## config.mk

```make
export PLATFORM = sky130hd
export DESIGN_NAME = positioned_reader_cache_lru_top
export DESIGN_NICKNAME = d
export VERILOG_FILES = /design/src/design/prc_pkg.sv /design/src/design/positioned_reader_cache_lru_top.sv /design/src/design/prc_front.sv /design/src/design/prc_back.sv
export VERILOG_INCLUDE_DIRS = /design/src /design/src/design
export SDC_FILE = /design/constraint.sdc
export NUM_CORES = 2
export LEC_CHECK = 0
export ABC_AREA = 1
export BUFFER_PORTS_ARGS = -buffer_cell sky130_fd_sc_hd__buf_2
export CAP_MARGIN = 5
export CELL_PAD_IN_SITES_DETAIL_PLACEMENT = 1
export CELL_PAD_IN_SITES_GLOBAL_PLACEMENT = 1
export CORE_ASPECT_RATIO = 1.5
export CORE_MARGIN = 2
export CORE_UTILIZATION = 30
export DETAILED_ROUTE_END_ITERATION = 7
export PLACE_DENSITY = 0.5
export SYNTH_ARGS = -nofsm -noshare
export SYNTH_HDL_FRONTEND = slang
export SYNTH_SLANG_ARGS = --single-unit
```

## constraint.sdc

```tcl
create_clock -name clk -period 17.2 [get_ports clk]
set_input_delay 0.86 -clock clk [delete_from_list [all_inputs] [get_ports clk]]
set_output_delay 0.86 -clock clk [all_outputs]
set_load 0.01 [all_outputs]
```

## src/design/positioned_reader_cache_lru_top_defines.svh

```systemverilog
// Assertion helpers shared by the cache modules.
`ifndef POSITIONED_READER_CACHE_LRU_TOP_DEFINES_SVH
`define POSITIONED_READER_CACHE_LRU_TOP_DEFINES_SVH

// Same-cycle implication, disabled while reset is asserted.
`define PRC_ASSERT_IMPL(lbl, clk_s, rst_s, ante, cons) \
    lbl: assert property (@(posedge clk_s) disable iff (!rst_s) (ante) |-> (cons)) \
        else $error("cache assertion failed");

// Next-cycle implication, disabled while reset is asserted.
`define PRC_ASSERT_NEXT(lbl, clk_s, rst_s, ante, cons) \
    lbl: assert property (@(posedge clk_s) disable iff (!rst_s) (ante) |=> (cons)) \
        else $error("cache assertion failed");

`endif

```

## src/design/prc_pkg.sv

```systemverilog
package prc_pkg;

    localparam int SLOTS_DEFAULT = 8;
    localparam int INDEX_W       = 32;
    localparam int OFFSET_W      = 48;
    localparam int AGE_W         = 64;
    localparam int SLOT_W        = 3;
    localparam int QUEUE_DEPTH   = 2;

    localparam logic ACT_ACQUIRE = 1'b0;
    localparam logic ACT_RELEASE = 1'b1;

    typedef struct packed {
        logic                is_release;
        logic [INDEX_W-1:0]  index;
        logic [OFFSET_W-1:0] offset;
    } req_t;

    typedef struct packed {
        logic valid;
        req_t req;
    } queue_head_t;

    typedef struct packed {
        logic                done;
        logic                hit;
        logic [SLOT_W-1:0]   slot;
        logic [INDEX_W-1:0]  found_index;
        logic [OFFSET_W-1:0] found_offset;
        logic                evicted;
    } result_t;

endpackage

```

## src/design/positioned_reader_cache_lru_top.sv

```systemverilog
// Saved-position cache with least-recently-used replacement.
// Request channel: drive action, entry_index and entry_offset with start high;
// the request is taken at a rising edge where start is high and busy is low.
// action 0 acquires the greatest saved position not beyond (entry_index, 0)
// and frees its slot; action 1 stores (entry_index, entry_offset) in the
// oldest slot. Requests enter a two-deep queue; busy is high only while the
// queue is full.
// Result channel: done is high for one cycle with hit, slot, found_index,
// found_offset and evicted valid in that cycle. There is no back-pressure;
// the receiver must take each result in the cycle it appears.
// Timing: the back end scans the table one slot per cycle, one candidate at
// a time against the running best, and finishes each request before it
// pops the next from the queue. Results come out in request order.
// Reset: rst_n clears the queue, all slot valid bits and the age counter;
// no clearing pass is needed and the first request can follow at once.
module positioned_reader_cache_lru_top #(
    parameter int SLOTS = prc_pkg::SLOTS_DEFAULT
) (
    input  logic                          clk,
    input  logic                          rst_n,
    input  logic                          start,
    output logic                          busy,
    input  logic                          action,
    input  logic [prc_pkg::INDEX_W-1:0]   entry_index,
    input  logic [prc_pkg::OFFSET_W-1:0]  entry_offset,
    output logic                          done,
    output logic                          hit,
    output logic [prc_pkg::SLOT_W-1:0]    slot,
    output logic [prc_pkg::INDEX_W-1:0]   found_index,
    output logic [prc_pkg::OFFSET_W-1:0]  found_offset,
    output logic                          evicted
);
    import prc_pkg::*;

    queue_head_t head;
    logic        pop;
    result_t     result;

    prc_front u_front (
        .clk          (clk),
        .rst_n        (rst_n),
        .start        (start),
        .action       (action),
        .entry_index  (entry_index),
        .entry_offset (entry_offset),
        .pop          (pop),
        .busy         (busy),
        .head         (head)
    );

    prc_back #(
        .SLOTS (SLOTS)
    ) u_back (
        .clk    (clk),
        .rst_n  (rst_n),
        .head   (head),
        .pop    (pop),
        .result (result)
    );

    assign done         = result.done;
    assign hit          = result.hit;
    assign slot         = result.slot;
    assign found_index  = result.found_index;
    assign found_offset = result.found_offset;
    assign evicted      = result.evicted;

endmodule

```

## src/design/prc_front.sv

```systemverilog
`include "positioned_reader_cache_lru_top_defines.svh"

module prc_front (
    input  logic                          clk,
    input  logic                          rst_n,
    input  logic                          start,
    input  logic                          action,
    input  logic [prc_pkg::INDEX_W-1:0]   entry_index,
    input  logic [prc_pkg::OFFSET_W-1:0]  entry_offset,
    input  logic                          pop,
    output logic                          busy,
    output prc_pkg::queue_head_t          head
);
    import prc_pkg::*;

    localparam int PW = (QUEUE_DEPTH > 1) ? $clog2(QUEUE_DEPTH) : 1;
    localparam int CW = $clog2(QUEUE_DEPTH + 1);

    req_t          queue_mem [QUEUE_DEPTH];
    logic [PW-1:0] wr_ptr_reg;
    logic [PW-1:0] wr_ptr_next;
    logic [PW-1:0] rd_ptr_reg;
    logic [PW-1:0] rd_ptr_next;
    logic [CW-1:0] count_reg;
    logic [CW-1:0] count_next;
    logic          push;
    req_t          req_in;

    assign busy = (count_reg == CW'(QUEUE_DEPTH));
    assign push = start && !busy;

    // classify the request before it is queued
    always_comb
    begin
        req_in.is_release = (action == ACT_RELEASE);
        req_in.index      = entry_index;
        req_in.offset     = entry_offset;
    end

    always_comb
    begin
        wr_ptr_next = wr_ptr_reg;
        rd_ptr_next = rd_ptr_reg;
        count_next  = count_reg;
        if (push)
        begin
            wr_ptr_next = (wr_ptr_reg == PW'(QUEUE_DEPTH - 1)) ? '0 : wr_ptr_reg + PW'(1);
        end
        if (pop)
        begin
            rd_ptr_next = (rd_ptr_reg == PW'(QUEUE_DEPTH - 1)) ? '0 : rd_ptr_reg + PW'(1);
        end
        if (push && !pop)
        begin
            count_next = count_reg + CW'(1);
        end
        else if (pop && !push)
        begin
            count_next = count_reg - CW'(1);
        end
    end

    always_ff @(posedge clk or negedge rst_n)
    begin
        if (!rst_n)
        begin
            wr_ptr_reg <= '0;
            rd_ptr_reg <= '0;
            count_reg  <= '0;
        end
        else
        begin
            wr_ptr_reg <= wr_ptr_next;
            rd_ptr_reg <= rd_ptr_next;
            count_reg  <= count_next;
        end
    end

    always_ff @(posedge clk)
    begin
        if (push)
        begin
            queue_mem[wr_ptr_reg] <= req_in;
        end
    end

    assign head.valid = (count_reg != '0);
    assign head.req   = queue_mem[rd_ptr_reg];

    `PRC_ASSERT_IMPL(a_queue_bound, clk, rst_n, 1'b1, count_reg <= CW'(QUEUE_DEPTH))
    `PRC_ASSERT_IMPL(a_pop_nonempty, clk, rst_n, pop, count_reg != '0)
    `PRC_ASSERT_NEXT(a_push_grows, clk, rst_n, push && !pop, count_reg == $past(count_reg) + CW'(1))

endmodule

```

## src/design/prc_back.sv

```systemverilog
`include "positioned_reader_cache_lru_top_defines.svh"

module prc_back #(
    parameter int SLOTS = prc_pkg::SLOTS_DEFAULT
) (
    input  logic                  clk,
    input  logic                  rst_n,
    input  prc_pkg::queue_head_t  head,
    output logic                  pop,
    output prc_pkg::result_t      result
);
    import prc_pkg::*;

    localparam int AW = (SLOTS > 1) ? $clog2(SLOTS) : 1;
    localparam int CW = $clog2(SLOTS + 1);

    localparam logic [1:0] ST_IDLE   = 2'd0;
    localparam logic [1:0] ST_SCAN   = 2'd1;
    localparam logic [1:0] ST_UPDATE = 2'd2;

    // position and age storage, one read and one write port
    logic [INDEX_W-1:0]  index_mem  [SLOTS];
    logic [OFFSET_W-1:0] offset_mem [SLOTS];
    logic [AGE_W-1:0]    age_mem    [SLOTS];

    logic [1:0]          state_reg;
    logic [1:0]          state_next;
    logic [CW-1:0]       cnt_reg;
    logic [CW-1:0]       cnt_next;
    req_t                req_reg;
    req_t                req_next;
    logic [SLOTS-1:0]    valid_reg;
    logic [SLOTS-1:0]    valid_next;
    logic [AGE_W-1:0]    age_counter_reg;
    logic [AGE_W-1:0]    age_counter_next;
    result_t             result_reg;
    result_t             result_next;

    logic                rd_en;
    logic [AW-1:0]       rd_addr;
    logic                rd_live_reg;
    logic [AW-1:0]       rd_slot_reg;
    logic [INDEX_W-1:0]  rd_index_reg;
    logic [OFFSET_W-1:0] rd_offset_reg;
    logic [AGE_W-1:0]    rd_age_reg;

    logic                best_have_reg;
    logic                best_have_next;
    logic                best_valid_reg;
    logic                best_valid_next;
    logic [AW-1:0]       best_slot_reg;
    logic [AW-1:0]       best_slot_next;
    logic [INDEX_W-1:0]  best_index_reg;
    logic [INDEX_W-1:0]  best_index_next;
    logic [OFFSET_W-1:0] best_offset_reg;
    logic [OFFSET_W-1:0] best_offset_next;
    logic [AGE_W-1:0]    best_age_reg;
    logic [AGE_W-1:0]    best_age_next;

    logic                cand_valid;
    logic [AGE_W-1:0]    cand_age;
    logic                fits;
    logic                beats;
    logic                take;
    logic                wr_en;
    logic                hit;

    assign rd_en   = (state_reg == ST_SCAN) && (cnt_reg < CW'(SLOTS));
    assign rd_addr = cnt_reg[AW-1:0];
    assign wr_en   = (state_reg == ST_UPDATE) && req_reg.is_release;
    assign hit     = !req_reg.is_release && best_have_reg;

    // one candidate per cycle against the running best
    always_comb
    begin
        cand_valid = valid_reg[rd_slot_reg];
        // an empty slot always carries age zero
        cand_age   = cand_valid ? rd_age_reg : '0;
        fits       = cand_valid && ((rd_index_reg < req_reg.index) ||
                     ((rd_index_reg == req_reg.index) && (rd_offset_reg == '0)));
        beats      = (rd_index_reg > best_index_reg) ||
                     ((rd_index_reg == best_index_reg) && (rd_offset_reg > best_offset_reg));
        if (req_reg.is_release)
        begin
            take = rd_live_reg && (!best_have_reg || (cand_age < best_age_reg));
        end
        else
        begin
            take = rd_live_reg && fits && (!best_have_reg || beats);
        end
    end

    always_comb
    begin
        state_next       = state_reg;
        cnt_next         = cnt_reg;
        req_next         = req_reg;
        valid_next       = valid_reg;
        age_counter_next = age_counter_reg;
        result_next      = result_reg;
        result_next.done = 1'b0;
        pop              = 1'b0;
        best_have_next   = best_have_reg;
        best_valid_next  = best_valid_reg;
        best_slot_next   = best_slot_reg;
        best_index_next  = best_index_reg;
        best_offset_next = best_offset_reg;
        best_age_next    = best_age_reg;

        if (take)
        begin
            best_have_next   = 1'b1;
            best_valid_next  = cand_valid;
            best_slot_next   = rd_slot_reg;
            best_index_next  = rd_index_reg;
            best_offset_next = rd_offset_reg;
            best_age_next    = cand_age;
        end

        unique case (state_reg)
            ST_IDLE:
            begin
                if (head.valid)
                begin
                    pop            = 1'b1;
                    req_next       = head.req;
                    cnt_next       = '0;
                    best_have_next = 1'b0;
                    state_next     = ST_SCAN;
                end
            end
            ST_SCAN:
            begin
                if (cnt_reg == CW'(SLOTS))
                begin
                    state_next = ST_UPDATE;
                end
                else
                begin
                    cnt_next = cnt_reg + CW'(1);
                end
            end
            ST_UPDATE:
            begin
                result_next.done         = 1'b1;
                result_next.hit          = hit;
                result_next.slot         = (hit || req_reg.is_release) ?
                                           SLOT_W'(best_slot_reg) : '0;
                result_next.found_index  = hit ? best_index_reg : '0;
                result_next.found_offset = hit ? best_offset_reg : '0;
                result_next.evicted      = req_reg.is_release && best_valid_reg;
                if (req_reg.is_release)
                begin
                    valid_next[best_slot_reg] = 1'b1;
                    age_counter_next          = age_counter_reg + AGE_W'(1);
                end
                else if (best_have_reg)
                begin
                    valid_next[best_slot_reg] = 1'b0;
                end
                state_next = ST_IDLE;
            end
            default:
            begin
                state_next = ST_IDLE;
            end
        endcase
    end

    always_ff @(posedge clk or negedge rst_n)
    begin
        if (!rst_n)
        begin
            state_reg       <= ST_IDLE;
            cnt_reg         <= '0;
            valid_reg       <= '0;
            age_counter_reg <= '0;
            result_reg      <= '0;
            rd_live_reg     <= 1'b0;
            best_have_reg   <= 1'b0;
        end
        else
        begin
            state_reg       <= state_next;
            cnt_reg         <= cnt_next;
            valid_reg       <= valid_next;
            age_counter_reg <= age_counter_next;
            result_reg      <= result_next;
            rd_live_reg     <= rd_en;
            best_have_reg   <= best_have_next;
        end
    end

    always_ff @(posedge clk)
    begin
        req_reg         <= req_next;
        best_valid_reg  <= best_valid_next;
        best_slot_reg   <= best_slot_next;
        best_index_reg  <= best_index_next;
        best_offset_reg <= best_offset_next;
        best_age_reg    <= best_age_next;
        rd_slot_reg     <= rd_addr;
    end

    always_ff @(posedge clk)
    begin
        if (rd_en)
        begin
            rd_index_reg  <= index_mem[rd_addr];
            rd_offset_reg <= offset_mem[rd_addr];
            rd_age_reg    <= age_mem[rd_addr];
        end
        if (wr_en)
        begin
            index_mem[best_slot_reg]  <= req_reg.index;
            offset_mem[best_slot_reg] <= req_reg.offset;
            age_mem[best_slot_reg]    <= age_counter_reg + AGE_W'(1);
        end
    end

    assign result = result_reg;

    `PRC_ASSERT_NEXT(a_done_single, clk, rst_n, result_reg.done, !result_reg.done)
    `PRC_ASSERT_IMPL(a_release_found, clk, rst_n, wr_en, best_have_reg)
    `PRC_ASSERT_NEXT(a_age_step, clk, rst_n, wr_en, age_counter_reg == $past(age_counter_reg) + AGE_W'(1))
    `PRC_ASSERT_NEXT(a_hit_frees, clk, rst_n, (state_reg == ST_UPDATE) && hit, !valid_reg[$past(best_slot_reg)])

endmodule

```

# --- After elaboration in Yosys (flattened, before gate mapping) ---
# Memories as Yosys holds them, arrays and structs flattened. A register that Yosys moved wholly into a read port is not among the register bits.
# Index checks and enable logic that the tools add are counted.
# W data, S select, Z words.
word_totals:
  ff_bits: 321
  ramBits: 1314
  inputBits: 84
  elab_cells: 117
  memories: 4
classes:
  add_sub_neg: 6
  order_cmp: 8
  n_eq_ne: 9
  mux: 31
  n_bitwise: 3
  reduce_logical: 35
memory_table:
  columns: ["name", "depth", "word_bits", "read_ports", "rd_clocked_by_memory_dff", "wr", "line", "rtl"]
  rows:
  - ["u_back.age_mem", 8, 64, 1, 1, 1, "prc_back.sv:24", "logic [AGE_W-1:0] age_mem [SLOTS];"]
  - ["u_back.offset_mem", 8, 48, 1, 1, 1, "prc_back.sv:23", "logic [OFFSET_W-1:0] offset_mem [SLOTS];"]
  - ["u_back.index_mem", 8, 32, 1, 1, 1, "prc_back.sv:22", "logic [INDEX_W-1:0] index_mem [SLOTS];"]
  - ["u_front.queue_mem", 2, 81, 1, 1, 1, "prc_front.sv:19", "req_t queue_mem [QUEUE_DEPTH];"]
op_table:
  columns: ["op", "n"]
  rows:
  - ["$mux W86", 1]
  - ["$add A64 B1 Y64 const B", 1]
  - ["$eq A32 B32 Y1", 2]
  - ["$lt A64 B64 Y1", 1]
  - ["$mux W64", 1]
  - ["$gt A48 B48 Y1", 1]
  - ["$logic_not A48 Y1", 1]
  - ["$mux W48", 1]
  - ["$gt A32 B32 Y1", 1]
  - ["$lt A32 B32 Y1", 1]
  - ["$mux W32", 1]
  - ["$mux W8", 2]
  - ["$logic_and A1 B1 Y1", 14]
  - ["$mux W1", 14]
  - ["$and A8 B8 Y8", 1]
  - ["$lt A3 B4 Y1 const B", 2]
  - ["$mux W2", 4]
  - ["$mux W4", 2]
  - ["$not A8 Y8", 1]
  - ["$or A8 B8 Y8", 1]
  - ["$pmux W4 S2", 1]
  - ["$reduce_and A2 Y1", 4]
  - ["$reduce_bool A2 Y1", 4]
  - ["$ne A2 B2 Y1 const B", 3]
  - ["other kinds (17)", 27]

# --- Logic depth before layout (Yosys ltp) ---
logic_depth:
  word_depth: 10
  mapped_depth: 25
  ltp_nobuf: 24

# --- Cells and area by module ---
# Synthesis repeated with hierarchy kept, for this count alone.
unflattened:
  cells_unflattened: 5651
  area_unflattened_um2: 74606.6
by_module_without_submodules:
  columns: ["module", "instances", "cells_per_inst", "area_each_um2", "seq_area_each_um2"]
  rows:
  - ["prc_back", 1, 5370, 68144.1, 50008.0]
  - ["prc_front", 1, 281, 6462.4, 4964.8]

# --- Worst setup path after synthesis ---
# Ideal clock, no wire load.
synth_timing:
  path_type: "reg-to-reg"
  start: "reg u_back.state_reg[0]"
  end: "mem u_back.age_mem[3][0] (enable)"
  setup_time_ps: 649
  arrival_time_ps: 7080
  required_time_ps: 16551
  path_slack_ps: 9470
  path_stages_with_launch: 7
  path_buffers: 1
  synth_period_minus_slack_ps: 7730
  path_cell_list: "dfrtp_1 > inv_1 > nand2_1 > nor2_1 > inv_1 > clkbuf_1 > nor2_1"
synth_via:
  elab_chain_cells: 4
synth_rtl:
  columns: ["element", "line", "rtl"]
  rows:
  - ["start, declared", "prc_back.sv:26", "logic [1:0] state_reg;"]
  - ["start signal, assigned", "prc_back.sv:184", "state_reg <= state_next;"]
  - ["$eq A2 B2 Y1", "prc_back.sv:70", "assign wr_en = (state_reg == ST_UPDATE) && req_reg.is_release;"]
  - ["$logic_and A1 B1 Y1", "prc_back.sv:70", null]
  - ["$mux W1", "prc_back.sv:213", "if (wr_en)"]
  - ["$mux W1 (implied by the code)", "prc_back.sv:217", "age_mem[best_slot_reg] <= age_counter_reg + AGE_W'(1);"]
  - ["end, declared", "prc_back.sv:24", null]
# No other way between the ends.

# --- Worst setup path after layout ---
layout_timing:
  start: "reg u_back.rd_slot_reg[0]"
  end: "reg u_back.best_age_reg[18] (enable)"
layout_via:
  elab_chain_cells: 7
layout_rtl:
  columns: ["element", "line", "rtl"]
  rows:
  - ["start, declared", "prc_back.sv:42", "logic [AW-1:0] rd_slot_reg;"]
  - ["start signal, assigned", "prc_back.sv:202", "rd_slot_reg <= rd_addr;"]
  - ["$bmux W1 S3", "prc_back.sv:76", "cand_valid = valid_reg[rd_slot_reg];"]
  - ["$mux W1 (implied by the code)", "prc_back.sv:76", null]
  - ["$mux W64", "prc_back.sv:78", "cand_age = cand_valid ? rd_age_reg : '0;"]
  - ["named net u_back.cand_age[33]", "prc_back.sv:61", "logic [AGE_W-1:0] cand_age;"]
  - ["$lt A64 B64 Y1", "prc_back.sv:85", "take = rd_live_reg && (!best_have_reg || (cand_age < best_age_reg));"]
  - ["$logic_or A1 B1 Y1", "prc_back.sv:85", null]
  - ["$logic_and A1 B1 Y1", "prc_back.sv:85", null]
  - ["$mux W1", "prc_back.sv:83", "if (req_reg.is_release)"]
  - ["named net u_back.take", "prc_back.sv:64", "logic take;"]
  - ["end signal, assigned", "prc_back.sv:201", "best_age_reg <= best_age_next;"]
  - ["end, declared", "prc_back.sv:57", "logic [AGE_W-1:0] best_age_reg;"]
# The timed path passes the listed nets, and every way through them passes these cells. The select of a mux whose other input is x is not followed.
# A chain may end at the register's enable or synchronous reset.

==> results_tabular.tex <==
\begin{tabular}{lr}
\hline
Metric & Value \\
\hline
\multicolumn{2}{l}{\textbf{Run status}} \\
Run status & finished, final reports clean \\
\multicolumn{2}{l}{\textbf{Clock network}} \\
Number of instances resized during post-cts repair & 0 \\
Post-CTS Setup Bufs & 0 \\
Worst-path clk slew & 0.06 ns \\
Number of buffers added by the clock tree synthesis step & 190 \\
Clock Path Buffers & 4 \\
Clock latency at the later pin of the worst-skew pair & 0.86 ns \\
Depth of the CTS H-tree & 4 \\
Clk root buf & sky130\_fd\_sc\_hd\_\_clkbuf\_16 \\
Clock tree from TritonCTS & yes \\
Number of sinks driven by the clock tree & 1,860 \\
\multicolumn{2}{l}{\textbf{Logic synthesis}} \\
Post-synthesis mux area share & 0\% \\
Largest family of logic cells by synthesized area & simple AND/OR/NAND/NOR gates \\
Sequential-to-total area share from yosys stat & 74.3\% \\
Post-synthesis simple-gate area fraction & 10.2\% \\
Post-synthesis instance area & 74,000 um2 \\
Synthesized flop and latch total & 1,860 \\
Adder and majority cell fraction of the synthesized area & 3.03\% \\
Xor and xnor fraction of the mapped netlist area & 0.782\% \\
Post-synthesis average cell area & 12.8 um2 \\
Post-synthesis net count & 6,053 \\
Synth warn & 0 \\
Post-synth cell types & 45 \\
Post-synthesis instance total & 5,790 \\
Synth Area in Compound Gates & 8.44\% \\
\multicolumn{2}{l}{\textbf{Setup path}} \\
Crit. path cell count & 20 \\
Cell family with the largest share of critical-path delay & buffers and inverters \\
Setup CP Type & reg -> reg \\
Kind of end point of the critical path & register \\
Arrival @ worst endpoint & 5.33 ns \\
Most frequent cell on the critical path & sky130\_fd\_sc\_hd\_\_nand2\_1 \\
Kind of start point of the critical path & register \\
Cell with the largest stage delay on the worst path & sky130\_fd\_sc\_hd\_\_buf\_4 \\
Cells traversed along the worst timing path & inv\_1, nand2\_1, nand3b\_1, nand3\_1, nand2\_2, buf\_4, nor2\_1, ha\_1, a21oi\_1, nor2\_1, a211oi\_1, o221ai\_1, nand2\_1, a31oi\_1, nor2\_1, nand2\_1, nand2\_1, nand2\_1, nand2\_4, buf\_4 \\
Reg2reg path depth & 20 \\
Worst path bufs/invs & 3 \\
Critical Path Fanout Max & 68 \\
Critical path data required time & 17.64 ns \\
CP peak stage delay & 0.81 ns \\
\multicolumn{2}{l}{\textbf{Placement}} \\
Final Wtd Congestion & 0.779 \\
Setup WS pre-CTS & 12.15 ns \\
Placed wire-length estimate & 118 mm \\
Count of input and output buffers & 170 \\
\multicolumn{2}{l}{\textbf{Global route}} \\
Global Route Usage Sum & 16.6\% \\
Number of antenna violations at the first check in global routing & 4 \\
Residual overflow from global routing & 0 \\
First-pass GRT wire length & 314 mm \\
Maximum number of pins on one net before global-route repair & 186 \\
Vias in the first global route & 48.4k \\
\multicolumn{2}{l}{\textbf{Timing}} \\
Minimum setup slack in the final design & 12.31 ns \\
Unrepaired setup endpoints after global routing & false \\
Setup skew after layout & 0.0820 ns \\
Max Clock Freq & 205 MHz \\
Worst slew margin & 19.4\% \\
Final worst-path cycle share & 28.4\% \\
Post-route setup TNS & 0 ns \\
Final-report setup violation count & 0 \\
Number of max-slew violations in the final report & 0 \\
Measured slew at the worst slew-check pin & 1.21 ns \\
Final critical path time including I/O delays and setup & 4.89 ns \\
Final Hold Violating Endpoints & 0 \\
\multicolumn{2}{l}{\textbf{Routing}} \\
Top Layer Used & met4 \\
Total DRC errors in the routed layout & 0 \\
Routed vias/inst & 4.82 \\
Met1 routed wirelength after detailed routing & 90.3 mm \\
Final wirelength & 210 mm \\
Routed Antenna Nets & 0 \\
Number of vias after detailed routing & 45.2k \\
Number of search-and-repair iterations in the first detailed-routing pass & 5 \\
Met3 layer wire length in the routed design & 6.67 mm \\
Routed met2 length & 107 mm \\
Detailed Route Iter0 Violations & 2,319 \\
Average routed wire per standard cell & 22.4 um \\
\multicolumn{2}{l}{\textbf{Flow run}} \\
Total of max-cap violations & 0 \\
\multicolumn{2}{l}{\textbf{Cells and area}} \\
Layout overhead on the synthesized area & 14.5\% \\
Fraction of layout instances using a drive strength above 1 & 9.04\% \\
Largest registers & u\_back.age\_mem: 512 flops, u\_back.offset\_mem: 384 flops, u\_back.index\_mem: 256 flops \\
Biggest register & u\_back.age\_mem \\
Register area & 55,000 um2 \\
Number of fill cells in the layout & 26.2k \\
Area of the multi-input gates & 16,700 um2 \\
Net count reported at finish & 6,212 \\
Max FFs per register & 512 \\
\multicolumn{2}{l}{\textbf{Floorplan}} \\
Ports & 171 \\
Area inside the core boundary & 246,000 um2 \\
Starting Density & 30.1\% \\
Floorplan row count & 223 \\
DIE HEIGHT & 612 um \\
Chip Width & 409 um \\
Die Outline Area & 251,000 um2 \\
\multicolumn{2}{l}{\textbf{Power}} \\
Worst vdd rail ir drop & 126 uV \\
Static leakage & 29.8 nW \\
Power Density & 172 nW/um2 \\
\multicolumn{2}{l}{\textbf{Min path}} \\
Class of the most critical hold timing path & in -> reg \\
Cells on Worst Hold Path & 1 \\
\hline
\end{tabular}
## metal layers
metal | GRT usage [%] | vias up
met5 | 0 | -
met4 | 4.56 | 0
met3 | 2.22 | 299
met2 | 30.1 | 609
met1 | 20.5 | 23400
li1 | - | 20900
## kinds of logic after synthesis
kind of cell | count (synthesis)
xor+xnor | 66
simple gates | 1894
buf+inv | 642
compound gates | 1149
flops | 1860
fa+ha+maj | 179
## cell usage in the layout, fill, tap and decap left out, types with 10 or more instances in the layout
cell type and n:
sky130_fd_sc_hd__nand3_1 42, sky130_fd_sc_hd__bufinv_16 14, sky130_fd_sc_hd__clkbuf_16 193, sky130_fd_sc_hd__nor2_4 16, sky130_fd_sc_hd__nor4_1 25, sky130_fd_sc_hd__buf_4 64
sky130_fd_sc_hd__clkbuf_8 15, sky130_fd_sc_hd__buf_12 10, sky130_fd_sc_hd__a31oi_1 147, sky130_fd_sc_hd__o21ai_0 740, sky130_fd_sc_hd__buf_2 170, sky130_fd_sc_hd__nand4_1 27
sky130_fd_sc_hd__xor2_1 65, sky130_fd_sc_hd__dfrtp_1 167, sky130_fd_sc_hd__ha_1 179, sky130_fd_sc_hd__a211oi_1 12, sky130_fd_sc_hd__o22ai_1 144, sky130_fd_sc_hd__nor2_1 1130
sky130_fd_sc_hd__nand2_1 583, sky130_fd_sc_hd__inv_1 358, sky130_fd_sc_hd__edfxtp_1 1687, sky130_fd_sc_hd__clkinv_2 29, sky130_fd_sc_hd__nor3_1 46, sky130_fd_sc_hd__clkinv_1 21
sky130_fd_sc_hd__a21oi_1 79, sky130_fd_sc_hd__clkbuf_1 60
## synth_stat cells (all sizes together)
| cell | number | share of area [%] |
|---|---|---|
| o211ai | 2 | 0.020 |
| o221a | 3 | 0.046 |
| nand3b | 2 | 0.020 |
| a21oi | 79 | 0.53 |
| a31oi | 147 | 1.2 |
| a2111oi | 1 | 0.012 |
| nand4 | 29 | 0.29 |
| nor2 | 1147 | 5.9 |
| edfxtp | 1687 | 68 |
| or4 | 1 | 0.010 |
| ha | 179 | 3.0 |
| o32a | 1 | 0.014 |
| dfxtp | 3 | 0.081 |
| nand3 | 45 | 0.32 |
| nor4 | 27 | 0.24 |
| buf | 30 | 0.15 |
| xor2 | 65 | 0.77 |
| o221ai | 7 | 0.083 |
| nand2 | 589 | 3.0 |
| a21o | 1 | 0.010 |
| nor3 | 52 | 0.40 |
| a211o | 1 | 0.012 |
| xnor2 | 1 | 0.012 |
| nor3b | 1 | 0.010 |
| a211oi | 12 | 0.12 |
| clkbuf | 249 | 1.3 |
| o2111ai | 3 | 0.036 |
| dfrtp | 170 | 5.8 |
| a22o | 1 | 0.012 |
| o21a | 6 | 0.061 |
| nor4b | 1 | 0.012 |
| inv | 363 | 1.8 |
| o21ai | 741 | 5.0 |
| o22ai | 144 | 1.2 |
## stage by stage
stage                     util, %  hold slack [ns]  area, um2  total power [mW]  cells
after floorplan                 -            0.389      74000              9.03   5790
after global placement       32.0            0.448      78700              10.7   9016
after detailed placement     32.1            0.474      78700              10.8   9018
after CTS                    34.5            0.106      84700              14.9   9359
after global routing         34.5            0.128      84700              15.5   9360
final                        34.5            0.184      84700              14.6   9362
## area by class of cell
| class | count | share of cell area [%] |
|---|---|---|
| sequential | 1860 | 64.9 |
| multi-input combinational | 3288 | 19.7 |
| inverter | 363 | 1.65 |
| tap | 3262 | 4.82 |
| clock buffer | 268 | 6.21 |
| clock inverter | 72 | 0.858 |
| timing repair buffer | 246 | 1.84 |
| antenna | 3 | 0.00886 |
## power breakdown
group	leakage (nW)	total [mW]	switching (mW)	internal, mW
combinational	9.52	4.01	2.86	1.15
sequential	17.3	6.50	0.495	6.00
clock	2.92	4.09	1.76	2.34
## timing repair
action / in CTS / in global routing
hold endpoints to repair: 29 / 0
setup endpoints to repair: 0 / 0
hold buffers: 1 / 0
## path summary, 6_finish.rpt
check	to	slack, ns	from
hold / removal	u_front.queue_mem[1][38]	0.18	entry_offset[38]
max in group asynchronous	u_back.result[20]	14.81	rst_n
hold reg to reg	u_back.best_index_reg[17]	0.44	u_back.rd_index_reg[17]
setup reg to reg	u_back.best_age_reg[18]	12.31	u_back.rd_slot_reg[0]
setup / recovery	u_back.best_age_reg[18]	12.31	u_back.rd_slot_reg[0]
min in group asynchronous	u_back.age_counter_reg[58]	0.53	rst_n
Power figures use the tool's default switching activity.
